<file path="src/rtl/nlqm_pkg.sv">
// Package for the node liveness monitor: payload types, codes and shared widths.
`timescale 1ns / 1ps
package nlqm_pkg;

    // Default sizing
    localparam int MAX_NODES_DEF = 16;
    localparam int AGE_BITS_DEF  = 16;

    // Widths that cover the largest supported group (64 members)
    localparam int GRP_W  = 7;   // member count 0..64
    localparam int LIDX_W = 6;   // member index 0..63

    // Item kinds
    localparam logic [1:0] FUNC_HEARTBEAT = 2'd0;
    localparam logic [1:0] FUNC_TICK      = 2'd1;
    localparam logic [1:0] FUNC_EVALUATE  = 2'd2;
    localparam logic [1:0] FUNC_FORGET    = 2'd3;

    // Configuration register indexes
    localparam logic [2:0] REG_NODE_COUNT   = 3'd0;
    localparam logic [2:0] REG_SELF_NODE    = 3'd1;
    localparam logic [2:0] REG_LIVE_TIMEOUT = 3'd2;
    localparam logic [2:0] REG_SILENT_LIMIT = 3'd3;
    localparam logic [2:0] REG_ARB_ENABLE   = 3'd4;

    // Input item
    typedef struct packed {
        logic [1:0]  func;
        logic [3:0]  node;
        logic [15:0] global_set;
    } t_req;

    // Result item
    typedef struct packed {
        logic [15:0] live_mask;
        logic [15:0] ping_mask;
        logic        quorum;
        logic        is_leader;
        logic [3:0]  leader_index;
        logic        send_view;
        logic        deliver_view;
    } t_res;

    // Broadcast control from the top level to every cell
    typedef struct packed {
        logic             hb;        // heartbeat accepted this cycle
        logic             tick;      // tick accepted this cycle
        logic             fgt;       // forget accepted this cycle
        logic [3:0]       node;      // member addressed by heartbeat/forget
        logic             eval;      // request in flight is an evaluate
        logic [GRP_W-1:0] n;         // effective group size
        logic [3:0]       self_node;
        logic [15:0]      live_timeout;
        logic [15:0]      silent_limit;
    } t_cell_ctrl;

    // Token handed from cell to cell along the chain
    typedef struct packed {
        logic              valid;
        logic [GRP_W-1:0]  count;    // live members seen so far
        logic              found;    // leader already chosen
        logic [LIDX_W-1:0] leader;
        logic              gdiff;    // global view differs from liveness
        logic              ldiff;    // local view differs from liveness
    } t_tok;

endpackage

</file>
<file path="src/rtl/nlqm_cell.sv">
// One member cell: age and heard state, local view bit, and one step of the sweep.
`timescale 1ns / 1ps
module nlqm_cell
    import nlqm_pkg::*;
#(
    parameter int IDX      = 0,
    parameter int AGE_BITS = AGE_BITS_DEF
) (
    input  logic       i_clk,
    input  logic       i_rst_n,
    input  t_cell_ctrl i_ctrl,
    input  logic       i_gbit,
    input  t_tok       i_tok,
    output t_tok       o_tok,
    output logic       o_live_bit,
    output logic       o_ping_bit
);

    localparam logic [AGE_BITS-1:0] AGE_MAX = '1;

    logic [AGE_BITS-1:0] r_age;
    logic                r_heard;
    logic                r_lv;
    t_tok                r_tok;
    t_tok                n_tok;

    logic in_group;
    logic is_self;
    logic sel;
    logic live;
    logic silent;

    // Membership and liveness of this member
    assign in_group = 32'(i_ctrl.n) > IDX;
    assign is_self  = 32'(i_ctrl.self_node) == IDX;
    assign sel      = in_group && (32'(i_ctrl.node) == IDX);
    assign live     = is_self || (r_heard && (32'(r_age) < 32'(i_ctrl.live_timeout)));
    assign silent   = !r_heard || (32'(r_age) > 32'(i_ctrl.silent_limit));

    assign o_live_bit = in_group && live;
    assign o_ping_bit = in_group && !is_self && silent;

    // Member state update on an accepted request
    always_ff @(posedge i_clk) begin
        if (!i_rst_n) begin
            r_age   <= '0;
            r_heard <= 1'b0;
        end else if (i_ctrl.hb && sel) begin
            r_age   <= '0;
            r_heard <= 1'b1;
        end else if (i_ctrl.fgt && sel) begin
            r_age   <= '0;
            r_heard <= 1'b0;
        end else if (i_ctrl.tick && (r_age != AGE_MAX)) begin
            r_age   <= r_age + 1'b1;
        end
    end

    // Sweep step: fold this member into the token
    always_comb begin
        n_tok = i_tok;
        if (in_group) begin
            n_tok.count = i_tok.count + GRP_W'(live);
            if (!i_tok.found && !silent && i_gbit) begin
                n_tok.found  = 1'b1;
                n_tok.leader = LIDX_W'(IDX);
            end
            n_tok.gdiff = i_tok.gdiff | (i_gbit != live);
            n_tok.ldiff = i_tok.ldiff | (r_lv != live);
        end
    end

    // Token register
    always_ff @(posedge i_clk) begin
        if (!i_rst_n) begin
            r_tok <= '0;
        end else begin
            r_tok <= n_tok;
        end
    end

    assign o_tok = r_tok;

    // Local view bit follows liveness on an evaluate
    always_ff @(posedge i_clk) begin
        if (!i_rst_n) begin
            r_lv <= 1'b0;
        end else if (i_tok.valid && i_ctrl.eval && in_group) begin
            r_lv <= live;
        end
    end

endmodule

</file>
<file path="src/rtl/node_liveness_quorum_monitor.sv">
// Top level of the node liveness and majority quorum monitor.
`timescale 1ns / 1ps
// A request is taken when start is high and busy is low. Heartbeat, tick and
// forget update the member cells at that edge; a token then walks the row of
// MAX_NODES cells, one cell per cycle, gathering the live count, the leader
// and the view differences. The result appears on o_res with o_res_valid for
// one cycle and must be taken then: there is no back-pressure. busy falls
// together with the result, so a new request can be taken while the result is
// shown, but none while a token is still in the row. Configuration writes are
// always ready and must only be issued while busy is low.
module node_liveness_quorum_monitor
    import nlqm_pkg::*;
#(
    parameter int MAX_NODES = MAX_NODES_DEF,
    parameter int AGE_BITS  = AGE_BITS_DEF
) (
    input  logic        i_clk,
    input  logic        i_rst_n,
    input  logic        start,
    output logic        busy,
    input  t_req        i_req,
    output logic        o_res_valid,
    output t_res        o_res,
    input  logic        i_cfg_valid,
    output logic        o_cfg_ready,
    input  logic [2:0]  i_cfg_index,
    input  logic [15:0] i_cfg_data
);

    // Configuration registers
    logic [4:0]  r_node_count;
    logic [3:0]  r_self_node;
    logic [15:0] r_live_timeout;
    logic [15:0] r_silent_limit;
    logic        r_arb_en;

    logic        r_busy;
    logic        r_inject;
    logic        r_eval;
    logic [15:0] r_gset;
    logic        r_gpend;
    logic        r_lpend;
    logic        r_res_valid;
    t_res        r_res;

    logic             accept;
    logic [GRP_W-1:0] n_grp;
    t_cell_ctrl       ctrl;
    t_tok             chain [MAX_NODES+1];
    logic [MAX_NODES-1:0] live_vec;
    logic [MAX_NODES-1:0] ping_vec;
    logic [MAX_NODES-1:0] gbit_vec;
    t_tok             tail;

    logic        quorum;
    logic        leader_me;
    logic        gpend;
    logic        send;
    logic        lpend;
    logic [15:0] live_mask;
    logic [15:0] ping_mask;

    assign accept      = start && !r_busy;
    assign busy        = r_busy;
    assign o_cfg_ready = 1'b1;

    // Configuration writes
    always_ff @(posedge i_clk) begin
        if (!i_rst_n) begin
            r_node_count   <= '0;
            r_self_node    <= '0;
            r_live_timeout <= 16'd5;
            r_silent_limit <= 16'd4;
            r_arb_en       <= 1'b0;
        end else if (i_cfg_valid) begin
            case (i_cfg_index)
                REG_NODE_COUNT:   r_node_count   <= i_cfg_data[4:0];
                REG_SELF_NODE:    r_self_node    <= i_cfg_data[3:0];
                REG_LIVE_TIMEOUT: r_live_timeout <= i_cfg_data;
                REG_SILENT_LIMIT: r_silent_limit <= i_cfg_data;
                REG_ARB_ENABLE:   r_arb_en       <= i_cfg_data[0];
                default: ;
            endcase
        end
    end

    // Effective group size
    assign n_grp = (32'(r_node_count) < MAX_NODES) ? GRP_W'(r_node_count)
                                                    : GRP_W'(MAX_NODES);

    // Broadcast control to the cells
    always_comb begin
        ctrl.hb           = accept && (i_req.func == FUNC_HEARTBEAT);
        ctrl.tick         = accept && (i_req.func == FUNC_TICK);
        ctrl.fgt          = accept && (i_req.func == FUNC_FORGET);
        ctrl.node         = i_req.node;
        ctrl.eval         = r_eval;
        ctrl.n            = n_grp;
        ctrl.self_node    = r_self_node;
        ctrl.live_timeout = r_live_timeout;
        ctrl.silent_limit = r_silent_limit;
    end

    // Request capture and sweep control
    always_ff @(posedge i_clk) begin
        if (!i_rst_n) begin
            r_busy   <= 1'b0;
            r_inject <= 1'b0;
        end else begin
            r_inject <= accept;
            if (accept) begin
                r_busy <= 1'b1;
            end else if (tail.valid) begin
                r_busy <= 1'b0;
            end
        end
    end

    always_ff @(posedge i_clk) begin
        if (accept) begin
            r_eval <= (i_req.func == FUNC_EVALUATE);
            r_gset <= i_req.global_set;
        end
    end

    // Token entering the first cell
    always_comb begin
        chain[0]        = '0;
        chain[0].valid  = r_inject;
    end

    // Row of member cells
    for (genvar g = 0; g < MAX_NODES; g++) begin : g_cell
        if (g < 16) begin : g_gb
            assign gbit_vec[g] = r_gset[g];
        end else begin : g_gz
            assign gbit_vec[g] = 1'b0;
        end

        nlqm_cell #(
            .IDX      (g),
            .AGE_BITS (AGE_BITS)
        ) u_cell (
            .i_clk      (i_clk),
            .i_rst_n    (i_rst_n),
            .i_ctrl     (ctrl),
            .i_gbit     (gbit_vec[g]),
            .i_tok      (chain[g]),
            .o_tok      (chain[g+1]),
            .o_live_bit (live_vec[g]),
            .o_ping_bit (ping_vec[g])
        );
    end

    assign tail = chain[MAX_NODES];

    // Masks narrowed to the result width
    for (genvar m = 0; m < 16; m++) begin : g_mask
        if (m < MAX_NODES) begin : g_on
            assign live_mask[m] = live_vec[m];
            assign ping_mask[m] = ping_vec[m];
        end else begin : g_off
            assign live_mask[m] = 1'b0;
            assign ping_mask[m] = 1'b0;
        end
    end

    // Final quorum, leader and view decisions
    assign quorum    = (n_grp != '0) &&
                       ((tail.count > (n_grp >> 1)) ||
                        (r_arb_en && (n_grp == GRP_W'(2))));
    assign leader_me = (tail.found ? tail.leader : '0) == LIDX_W'(r_self_node);
    assign gpend     = r_gpend || tail.gdiff;
    assign send      = r_eval && gpend && leader_me && quorum;
    assign lpend     = r_lpend || tail.ldiff;

    // Pending flags
    always_ff @(posedge i_clk) begin
        if (!i_rst_n) begin
            r_gpend <= 1'b1;
            r_lpend <= 1'b1;
        end else if (tail.valid && r_eval) begin
            r_gpend <= gpend && !send;
            r_lpend <= 1'b0;
        end
    end

    // Result register
    always_ff @(posedge i_clk) begin
        if (!i_rst_n) begin
            r_res_valid <= 1'b0;
        end else begin
            r_res_valid <= tail.valid;
        end
    end

    always_ff @(posedge i_clk) begin
        if (tail.valid) begin
            r_res.live_mask    <= live_mask;
            r_res.ping_mask    <= ping_mask;
            r_res.quorum       <= quorum;
            r_res.is_leader    <= leader_me;
            r_res.leader_index <= tail.found ? tail.leader[3:0] : 4'd0;
            r_res.send_view    <= send;
            r_res.deliver_view <= r_eval && lpend;
        end
    end

    assign o_res_valid = r_res_valid;
    assign o_res       = r_res;

endmodule

</file>
<file path="config.mk">
export PLATFORM = sky130hd
export DESIGN_NAME = node_liveness_quorum_monitor
export DESIGN_NICKNAME = d
export VERILOG_FILES = /design/src/rtl/nlqm_pkg.sv /design/src/rtl/nlqm_cell.sv /design/src/rtl/node_liveness_quorum_monitor.sv
export SDC_FILE = /design/constraint.sdc
export NUM_CORES = 2
export LEC_CHECK = 0
export BUFFER_PORTS_ARGS = -buffer_cell sky130_fd_sc_hd__buf_2
export CAP_MARGIN = 20
export CORE_MARGIN = 10
export CORE_UTILIZATION = 49
export CTS_CLUSTER_DIAMETER = 100
export DETAILED_ROUTE_END_ITERATION = 12
export GPL_ROUTABILITY_DRIVEN = 0
export SYNTH_ARGS = -nofsm -noshare
export SYNTH_HDL_FRONTEND = slang
export SYNTH_HIERARCHICAL = 1
export SYNTH_SLANG_ARGS = --single-unit
</file>
<file path="constraint.sdc">
create_clock -name i_clk -period 4.76 [get_ports i_clk]
set_input_delay 0.238 -clock i_clk [delete_from_list [all_inputs] [get_ports i_clk]]
set_output_delay 0.238 -clock i_clk [all_outputs]
set_load 0.01 [all_outputs]
</file>
Word-level counts from Yosys, hierarchy flattened --
Cells that the tools add are included.
Word-level totals: flip-flop bits (word level) 664, bits of input ports 45, output and inout port bits 43, word-level logic and storage cells 777
Cells by class: add/sub/neg operators 31, $lt $le $gt $ge 50, equal/unequal tests 87, muxes and demuxes 67, bitwise logic cells 31, reduce and logical (&&, ||, !) cells 347
Operator list (count):
- adder 16 x 1 -> 16 bit (second input constant) | 16
- greater-than comparator 16 bit | 16
- less-than comparator 16 bit | 16
- != test 16 bit (second input constant) | 16
- 2-to-1 mux 16 bit | 15
- logical AND 1 bit | 203
- 2-to-1 mux 7 bit | 16
- adder 7 x 1 -> 7 bit | 15
- zero test 1 bit | 65
- equality test 4 bit (second input constant) | 16
- OR reduction 3 bit | 16
- greater-than comparator 5 x 4 -> 1 bit (second input constant) | 8
- logical OR 1 bit | 35
- 2-to-1 mux 1 bit | 34
- nonzero test 2 bit | 17
- equality test 4 x 3 -> 1 bit (second input constant) | 8
- != test 1 bit | 32
- OR 1 bit | 30
- greater-than comparator 5 x 3 -> 1 bit (second input constant) | 4
- equality test 4 x 2 -> 1 bit (second input constant) | 4
- AND reduction 2 bit | 6
- greater-than comparator 5 x 1 -> 1 bit (second input constant) | 2
- greater-than comparator 5 x 2 -> 1 bit (second input constant) | 2
- equality test 4 x 1 -> 1 bit (second input constant) | 2
- other kinds (16) | 19

Longest topological paths before layout --
word-level depth 9, gate-level depth with buffers 13, gate-level depth less buffers 13

Modules after synthesis --
Netlist, hierarchy kept.
Modules (own cells, without submodules):
- node_liveness_quorum_monitor | instances 1, cells an instance 309, area an instance 3860.0 µm², seq. area each 2652.5 µm²
- nlqm_cell (g_cell[8].u_cell) | instances 1, cells an instance 304, area an instance 2524.9 µm², seq. area each 700.7 µm²
- nlqm_cell (g_cell[1].u_cell) | instances 1, cells an instance 297, area an instance 2479.9 µm², seq. area each 700.7 µm²
- nlqm_cell (g_cell[10].u_cell) | instances 1, cells an instance 303, area an instance 2463.6 µm², seq. area each 700.7 µm²
- nlqm_cell (g_cell[12].u_cell) | instances 1, cells an instance 294, area an instance 2463.6 µm², seq. area each 700.7 µm²
- nlqm_cell (g_cell[6].u_cell) | instances 1, cells an instance 285, area an instance 2456.1 µm², seq. area each 700.7 µm²
- nlqm_cell (g_cell[4].u_cell) | instances 1, cells an instance 287, area an instance 2452.4 µm², seq. area each 700.7 µm²
- nlqm_cell (g_cell[0].u_cell) | instances 1, cells an instance 283, area an instance 2436.1 µm², seq. area each 700.7 µm²
- nlqm_cell (g_cell[14].u_cell) | instances 1, cells an instance 287, area an instance 2423.6 µm², seq. area each 700.7 µm²
- nlqm_cell (g_cell[5].u_cell) | instances 1, cells an instance 286, area an instance 2422.3 µm², seq. area each 700.7 µm²
- nlqm_cell (g_cell[9].u_cell) | instances 1, cells an instance 287, area an instance 2392.3 µm², seq. area each 700.7 µm²
- nlqm_cell (g_cell[2].u_cell) | instances 1, cells an instance 284, area an instance 2388.5 µm², seq. area each 700.7 µm²
- nlqm_cell (g_cell[11].u_cell) | instances 1, cells an instance 280, area an instance 2344.7 µm², seq. area each 700.7 µm²
- nlqm_cell (g_cell[7].u_cell) | instances 1, cells an instance 277, area an instance 2333.5 µm², seq. area each 700.7 µm²
- 3 more rows

Worst setup path before layout --
Ideal clock, no wire load.
kind register -> register, from register r_busy, in the netlist busy, to register g_cell[14].u_cell.r_age[10], setup time 128 ps, arrival time 3841 ps, required time 4632 ps, path slack 791 ps, stages on the path, launching flop included 7, path buffers 1, clock period less this slack 3969 ps, cell sequence dfxtp_1 -> nor2b_1 -> nor3b_1 -> o21ai_0 -> nand2_1 -> clkbuf_1 -> nor2_1
RTL lines:
- start, declared | RTL line node_liveness_quorum_monitor.sv:37 | logic r_busy;
- start signal, assigned | RTL line node_liveness_quorum_monitor.sv:107 | r_busy <= 1'b0;
- start signal, assigned | RTL line node_liveness_quorum_monitor.sv:112 | r_busy <= 1'b1;
- start signal, assigned | RTL line node_liveness_quorum_monitor.sv:114 | r_busy <= 1'b0;
- end signal, assigned | RTL line nlqm_cell.sv:55 | r_age <= r_age + 1'b1;
- end, declared | RTL line nlqm_cell.sv:21 | logic [AGE_BITS-1:0] r_age;

Final worst setup path --
from register r_live_timeout[12], to register g_cell[14].u_cell.r_tok (netlist bit g_cell[14].u_cell/o_tok[13])
On the way: cells in the longest elaborated chain, start to end 5
RTL lines:
- start, declared | RTL line node_liveness_quorum_monitor.sv:33 | logic [15:0] r_live_timeout;
- start signal, assigned | RTL line node_liveness_quorum_monitor.sv:79 | REG_LIVE_TIMEOUT: r_live_timeout <= i_cfg_data;
- less-than comparator 16 bit | RTL line nlqm_cell.sv:37 | assign live = is_self || (r_heard && (32'(r_age) < 32'(i_ctrl.live_timeout)));
- logical AND 1 bit | RTL line nlqm_cell.sv:37
- logical OR 1 bit | RTL line nlqm_cell.sv:37
- named net g_cell[14].u_cell.live | RTL line nlqm_cell.sv:30 | logic live;
- adder 7 x 1 -> 7 bit | RTL line nlqm_cell.sv:63 | n_tok.count = i_tok.count + GRP_W'(live);
- 2-to-1 mux 16 bit | RTL line nlqm_cell.sv:62 | if (in_group) begin
- end signal, assigned | RTL line nlqm_cell.sv:78 | r_tok <= n_tok;
- end, declared | RTL line nlqm_cell.sv:24 | t_tok r_tok;
The timed path passes the listed nets, and every way through them passes these cells. A chain may end at the register's enable or synchronous reset.

==> metrics.cfg <==
[status]
outcome = completed

[synthesis]
synth_area_leaders = dfxtp_1, ha_1, inv_1
syn_avg_cell_area_sq_um = 8.626
synth.distinct_cells = 135
synth.top_cell.area_share_pct = 28.66
ys_ff_latch = 664
synth_area_sq_mm = 0.04240
ys_warn_count = 6
synth.top_cells.by_count = dfxtp_1, inv_1, ha_1
synth.largest_area_cell = dfxtp_1
synth_edf_count = 57
async_flop_share_pct = 0
yosysSeqAreaShare_pct = 32.70
synth_cells = 4915
synth.most_common_cell = dfxtp_1
synth_ff_type = dfxtp_1

[clocking]
post_cts_resized = 0
cts-buffers-inserted = 77
clkLatencyLatePin_ns = 0.64
cts_buffer_depth = 3
clk_pin_slew_ns = 0.06
cts_max_level = 3
cts_root_buf = clkbuf_16
postCtsSetupRepairBufs = 0
cts_tree = yes
cts_num_sinks = 664

[setup_path]
crit_arrival_ns = 4.32
path_class = register to register
critPathCaptureType = register
setup.worst_path.start_class = register
regToRegSetupSlack_ns = 0.97
r2r_cells = 13
worstPathRequired_ns = 5.29
critPathMaxFanout = 12
reg2reg_to = g_cell[14].u_cell/o_tok[13]
r2r-start = r_live_timeout[12]

[placed_design]
preCtsSetupSlack_ns = 1.022
dp_hpwl_um = 97550
numPortBuffers = 86

[timing]
setup_slack_ns = 0.9697
slew_viol_final = 0
grt_setup_unrepaired = no
timing.final.crit_share_pct = 79.63
skew_ns = 0.02398
slew_headroom_pct = 21.81
setup-tns-final_ns = 0
fin_crit_ns = 3.790
tightestPinTransition_ns = 1.172
hold_viol_final = 0
setup_violations = 0
fmax_ghz = 0.2638

[grt]
overflow = 0
grt_pass1_wl_um = 204600
antenna_found_initial = 2
grt_max_degree = 111
track_usage_pct = 26.59
grt_pass1_vias = 34430

[power_and_ir_drop]
p_int_uw = 9715
power_leakage_uw = 0.01934
pwr-share-seq_pct = 44.9
p_sw_uw = 3167
power.density_mw_per_mm2 = 270.0
swShare_pct = 24.59
clockPowerShare_pct = 48.2
peakVddDrop_mv = 0.3238
combPwrFrac_pct = 6.9

[route]
finalWirelength_um = 134100
dr_total_vias = 36480
drt_iter0_markers = 2880
ant_nets = 0
drc = 0
wire_per_inst_um = 21.05
avgViaCountPerCell = 5.727
drtPass1Iterations = 5

[cells_and_area]
final_layout_size_suffix_gt1_share_pct = 8.574
final_nets = 5754
fillCellCount = 7865
area_delta_synth_final_pct = 12.53

[hold_path]
hp-start = i_cfg_index[0]
hold_depth = 5
worstHoldEndpoint = r_arb_en
worst_hold_path_type = input port to register

[floorplanning]
start_util_pct = 49.56
die_x_um = 314.2
core_area_sq_mm = 0.08555
pin_count = 88
die_h_um = 314.2
rows = 107
die_area_sq_mm = 0.09869

[job]
cap_viol_max_count = 0

-- cells by family after synthesis --
family | after synthesis | share of synthesized area (%)
and+or+nand+nor | 1888 | 24.55
AOI/OAI and AO/OA | 870 | 14.74
buffers and inverters | 676 | 6.200
DFF | 664 | 32.70
adders and majority gates | 548 | 16.17
xor gates and xnor gates | 235 | 4.855
muxes | 32 | 0.7614
other | 2 | 0.01771
-- layer usage --
metal	routed length [um]	track usage (%)	share of wire (%)
met5	0	0	0
met4	4738	9.429	3.5
met3	8712	4.036	6.5
met2	60120	42.90	45
met1	60560	35.70	45
-- layout make-up --
type | instances | area [sq um] | area share, %
Clock inverter | 35 | 420.4 | 0.8811
Sequential cell | 664 | 13870 | 29.07
Antenna cell | 2 | 5.005 | 0.01049
Tap cell | 1144 | 1431 | 3.000
Multi-Input combinational cell | 3646 | 26190 | 54.89
Clock buffer | 108 | 2217 | 4.647
Timing Repair Buffer | 195 | 1414 | 2.963
Inverter | 577 | 2166 | 4.539
-- worst max-delay path, stage by stage, from the launching register on --
cell,delay [ns]
dfxtp_1,0.88
buf_4,0.32
inv_1,0.12
ha_1,0.29
nand4_1,0.13
nor4_1,0.37
o221ai_1,0.27
and3_1,0.29
or2_1,0.22
ha_1,0.20
ha_1,0.20
nand4_1,0.14
xnor2_1,0.09
and2_1,0.16
-- how the worst max path moves through the flow --
| stage | cells after the start | end | slack, ns | start |
|---|---|---|---|---|
| finish | 13 | g_cell[14].u_cell/o_tok[13] | 0.97 | r_live_timeout[12] |
| global route | 14 | g_cell[13].u_cell/o_tok[15] | 0.70 | r_live_timeout[14] |
| CTS | 14 | g_cell[2].u_cell/o_tok[15] | 1.0 | r_live_timeout[12] |
| detailed placement | 14 | g_cell[2].u_cell/o_tok[15] | 1.02 | r_live_timeout[12] |
| global placement | 14 | g_cell[2].u_cell/o_tok[15] | 1.18 | r_live_timeout[12] |
| floorplan | 6 | g_cell[14].u_cell/r_age[10] | 0.79 | busy |
-- what timing repair did --
action,in CTS,in global routing
endpoints found under the setup margin,0,0
endpoints found under the hold margin,58,0
hold buffers,37,0
-- power groups by stage --
stage / sequential (uW) / combinational (uW) / clock (uW)
after global routing: 5790 / 979 / 6550
after floorplan: 5880 / 541 / 0
final: 5790 / 891 / 6210
after CTS: 5780 / 879 / 6320
after global placement: 5910 / 841 / 0
after detailed placement: 5910 / 850 / 0
-- per-stage QoR --
stage          std cells  hold slack (ns)  cell area [sq um]  total power [uW]  utilization [%]
3_3_place_gp        6189           0.4039              44700              6747            52.25
5_1_grt             6369           0.1607              47710             13320            55.76
4_1_cts             6369           0.1215              47710             12980            55.76
2_1_floorplan       4986           0.3369              42660              6420                -
3_5_place_dp        6189           0.4051              44700              6757            52.25
6_report            6371           0.1468              47710             12880            55.77
-- sequential cells by signal, indices dropped and copies added (netlist names), 4 cells and up --
signal / flops
o_res: 40
g_cell.u_cell/r_lv: 16
g_cell.u_cell/r_heard: 16
r_self_node: 4
r_live_timeout: 16
r_silent_limit: 16
g_cell.u_cell/o_tok: 272
g_cell.u_cell/r_age: 256
r_node_count: 5
gbit_vec: 16
-- layout by cell type, fill, tap and decap left out, types with 15 or more instances in the layout --
master	n
a211oi_1	49
a21boi_0	78
a21o_1	45
a21oi_1	203
a31oi_1	25
a32oi_1	15
and2_1	113
and3_1	92
and4_1	54
buf_2	85
buf_4	67
clkbuf_1	17
clkbuf_16	80
conb_1	73
dfxtp_1	605
dlygate4sd3_1	37
edfxtp_1	57
ha_1	548
inv_1	576
mux2i_1	30
nand2_1	450
nand2b_1	29
nand3_1	138
nand4_1	186
nand4b_1	25
nor2_1	387
nor2b_1	51
nor3_1	92
nor3b_1	34
nor4_1	32
o2111ai_1	31
o211ai_1	45
o21a_1	49
o21ai_0	132
o31a_1	18
o31ai_1	16
or3_1	44
xnor2_1	128
xor2_1	107
Power figures use the tool's default switching activity.
